<file path="src/sv/sma_div.sv">
// sma_div: bit-serial restoring divider, one quotient bit per cycle
// no package dependencies; divisor must be nonzero
module sma_div #(
  parameter int DVW  = 51,
  parameter int DENW = 18
) (
  input  logic            clk,
  input  logic            rst_n,
  input  logic            start,
  input  logic [DVW-1:0]  dividend,
  input  logic [DENW-1:0] divisor,
  output logic            done,
  output logic [DVW-1:0]  quotient
);

  localparam int CNTW = (DVW > 1) ? $clog2(DVW) : 1;

  logic [DVW-1:0]  dvd_r, dvd_nxt;
  logic [DENW-1:0] dvs_r;
  logic [DENW-1:0] rem_r, rem_nxt;
  logic [CNTW-1:0] cnt_r;
  logic            busy_r;
  logic            done_r;
  logic [DENW:0]   shifted;
  logic [DENW+1:0] trial;
  logic            ge;

  // trial subtract of the divisor from the partial remainder
  always_comb begin
    shifted = {rem_r, dvd_r[DVW-1]};
    trial   = {1'b0, shifted} - {2'b00, dvs_r};
    ge      = ~trial[DENW+1];
    rem_nxt = ge ? trial[DENW-1:0] : shifted[DENW-1:0];
    dvd_nxt = {dvd_r[DVW-2:0], ge};
  end

  // control: busy while the quotient bits shift in, then a done pulse
  always_ff @(posedge clk) begin
    if (!rst_n) begin
      busy_r <= 1'b0;
      done_r <= 1'b0;
      cnt_r  <= '0;
    end else begin
      done_r <= 1'b0;
      if (start) begin
        busy_r <= 1'b1;
        cnt_r  <= CNTW'(DVW - 1);
      end else if (busy_r) begin
        cnt_r <= cnt_r - 1'b1;
        if (cnt_r == '0) begin
          busy_r <= 1'b0;
          done_r <= 1'b1;
        end
      end
    end
  end

  // datapath: dividend register shifts into the quotient
  always_ff @(posedge clk) begin
    if (start) begin
      dvd_r <= dividend;
      dvs_r <= divisor;
      rem_r <= '0;
    end else if (busy_r) begin
      dvd_r <= dvd_nxt;
      rem_r <= rem_nxt;
    end
  end

  assign done     = done_r;
  assign quotient = dvd_r;

endmodule

</file>
<file path="config.mk">
export PLATFORM = sky130hd
export DESIGN_NAME = sma_div
export DESIGN_NICKNAME = d
export VERILOG_FILES = /design/src/sv/sma_div.sv
export SDC_FILE = /design/constraint.sdc
export NUM_CORES = 1
export LEC_CHECK = 0
export BUFFER_PORTS_ARGS = -buffer_cell sky130_fd_sc_hd__buf_4
export CAP_MARGIN = 5
export CELL_PAD_IN_SITES_DETAIL_PLACEMENT = 0
export CELL_PAD_IN_SITES_GLOBAL_PLACEMENT = 1
export CORE_ASPECT_RATIO = 1.5
export CORE_UTILIZATION = 42
export DETAILED_ROUTE_END_ITERATION = 16
export GPL_ROUTABILITY_DRIVEN = 0
export GPL_TIMING_DRIVEN = 0
export PLACE_DENSITY_LB_ADDON = 0.08
export SLEW_MARGIN = 20
export SYNTH_ARGS = -nofsm -noshare
export SYNTH_HDL_FRONTEND = slang
export SYNTH_SLANG_ARGS = --single-unit
</file>
<file path="constraint.sdc">
create_clock -name clk -period 3.1 [get_ports clk]
set_input_delay 0.155 -clock clk [delete_from_list [all_inputs] [get_ports clk]]
set_output_delay 0.155 -clock clk [all_outputs]
set_load 0.1 [all_outputs]
</file>
==> reports/summary.txt <==
Cell variety after synth -> 48
CP max stage delay -> 0.50 ns
TritonCTS clock tree -> done
Crit path DAT -> 3.05 ns
Core area -> 11170 um2
Final wirelength -> 12270 um
GRT Overall Usage -> 21.14%
Port bufs -> 123
Worst-path clk slew -> 0.07 ns
Number of fill cells -> 1020
Final Hold Viols -> 0
Min Tclk post-route -> 2.863 ns
Antenna violations before repair -> 0
Skew final -> 0.007887 ns
Combinational Power Share -> 31.4%
Sequential cell area -> 2592 um2
Htree depth -> 3
Sequential power share -> 39.9%
Post-route DRC -> 0
F_max -> 349.3 MHz
Die width -> 89.99 um
Syn Nets -> 506
EDFF count, synth -> 69
Crit end category -> register
DIE HEIGHT -> 134.0 um
Worst Path Max Fanout -> 3
Initial Util -> 43.65%
Synth warn -> 0
Min-delay src -> rst_n
Ant. Diodes -> 0
Register-to-Register Path Depth -> 11
# hold bufs at CTS -> 18
Clock power frac -> 28.7%
Pin count of the biggest net entering global routing -> 35
FF+latch count, synth -> 95
DR vias -> 3826
Sw Share -> 35.58%
Crit-path slowest cell -> a211oi_1
Final setup violation count -> 0
Worst r2r dst -> rem_r[14]
CTS Buffer Depth -> 2
Outcome -> finished, final reports clean
Clk Latency, worst-skew pair -> 0.34 ns
WHS Endpoint -> cnt_r[1]
Measured slew at the worst slew-check pin -> 0.6136 ns
Main synth FF type -> edfxtp_1
CP Data Required Time -> 3.29 ns
Io pins -> 124
Final Slew Violations -> 0
P_sw -> 1397 uW
Root Driver -> clkbuf_16
Crit-path cells -> inv_1 > ha_1 > inv_1 > fa_1 > a211oi_1 > o211ai_1 > nand4_1 > a21oi_1 > or3_1 > o211ai_1 > a311oi_1
RSZ-0062 raised after global routing -> no
Register area share after synthesis -> 53.16%
Pleak -> 0.002666 uW
Area Growth Syn to Fin -> 32.84%
Row cnt -> 47
Hold Path Cell Cnt -> 2
Placed Instances -> 684
Routed length per instance -> 17.09 um
Share of layout cells above drive strength 1 -> 35.73%
Setup TNS -> 0 ns
Post_cts resized -> 0
Critical Path Source Type -> register
Via-to-Cell Ratio -> 5.329
Post-Syn Area -> 4877 um2
Max-cap viol count -> 0
Finished Core Util -> 57.98%
Fin crit share -> 92.36%
Slew margin rel. -> 59.09%
Syn Inst Count -> 413
Vias in the first global route -> 4187
Asr flop ratio synth -> 0%
R2R setup slack -> 0.24 ns
Post-route ant nets -> 0
Multi-input gate area -> 2071 um2
Final nets -> 659
Hold WC Path Type -> input port to register
First-pass GRT wire length -> 20070 um
Dpl hpwl -> 9018 um
Post-CTS Setup Inserts -> 0
Final std cells w/o fill -> 718
# clock sinks -> 95
Total CTS buffers -> 9
FF-to-FF Start -> quotient[50]
DIE AREA -> 12060 um2
Syn avg cell area -> 11.81 um2
DR pass1 iterations -> 4
GRT overflow -> 0
Pwr Density -> 606.2 nW/um2
Worst vdd ir -> 367.0 uV
Starting DRT DRC Count -> 156
Int Pwr -> 2530 uW
Critical path class -> register to register
synthesized netlist by cell type (12+ instances only):
library cell / instances / share of area [%]
edfxtp_1: 69 / 42
mux2_2: 50 / 12
nor2_1: 30 / 2.3
dfxtp_1: 26 / 11
inv_1: 26 / 2.0
ha_1: 20 / 5.1
nand3_1: 20 / 2.1
a21oi_1: 18 / 1.8
nand2_1: 18 / 1.4
o21ai_0: 18 / 1.8
clkbuf_1: 14 / 1.1
a311oi_1: 12 / 2.2
xnor2_1: 12 / 2.2
power groups by stage:
stage,clock [uW],combinational [uW],sequential [uW]
detailed placement,0,1210,1600
CTS,1150,1240,1570
global placement,0,1190,1590
floorplan,0,400,2100
finish,1130,1230,1570
global route,1200,1300,1580
sequential cells by signal, summed over array words and instances (netlist names):
register,cells
done,1
busy_r,1
quotient,51
cnt_r,6
rem_r,18
dvs_r,18
cells in the final DEF (no fill, tap or decap), types with 18 or more instances in the layout:
master / n
o21ai_0: 18
inv_1: 25
buf_4: 123
edfxtp_1: 69
dlygate4sd3_1: 18
a21oi_1: 18
nand3_1: 20
nor2_1: 30
ha_1: 20
nand2_1: 18
mux2_2: 50
dfxtp_1: 26
cell type report:
type,count,area share [%]
Sequential cell,95,40.02
Multi-Input combinational cell,271,31.96
Timing Repair Buffer,142,17.34
Clock buffer,13,3.862
Tap cell,147,2.839
Buffer,21,1.796
Inverter,26,1.506
Clock inverter,3,0.6759
worst max-delay path by stage:
stage	from	end	slack, ns	cells past startpoint
CTS	quotient[50]	rem_r[10]	0.30	11
global placement	start	quotient[17]	0.06	4
detailed placement	quotient[50]	rem_r[10]	0.32	11
floorplan	quotient[50]	rem_r[10]	0.24	11
global route	quotient[50]	rem_r[10]	0.1	11
finish	quotient[50]	rem_r[14]	0.24	11
kinds of logic (layout without fill, tap and decap cells):
kind of cell	after synthesis	after routing	synth area share (%)
AOI/OAI and AO/OA	89	89	13.19
xor gates and xnor gates	18	18	3.232
adders and majority gates	21	21	5.541
buffers and inverters	47	205	4.387
DFF	95	95	53.16
muxes	50	50	11.54
and+or+nand+nor	93	93	8.954
critical path, delay by kind of cell (launching register included):
family / cells / cell delay [ns]
DFF: 1 / 0.42
AOI/OAI and AO/OA: 5 / 1.03
and+or+nand+nor: 2 / 0.54
adders and majority gates: 2 / 0.59
buffers and inverters: 2 / 0.14
per-stage QoR:
step	hold WS (ns)	cell area (um2)	power (uW)	setup WS [ns]
6_report	0.06067	6479	3927	0.2368
5_1_grt	0.05508	6479	4080	0.09997
4_1_cts	0.05168	6479	3958	0.2999
3_5_place_dp	0.3343	6005	2809	0.3219
3_3_place_gp	0.3333	5984	2789	0.06382
2_1_floorplan	0.2539	4877	2503	0.2366
metal layers:
layer | part of all wire (%) | up-vias | track usage [%]
met5 | 0 | - | 0
met4 | 3.5 | 0 | 10.84
met3 | 5.7 | 30 | 5.499
met2 | 51 | 117 | 37.99
met1 | 39 | 1834 | 22.86
li1 | - | 1845 | -
(Power assumes the default switching activity.)
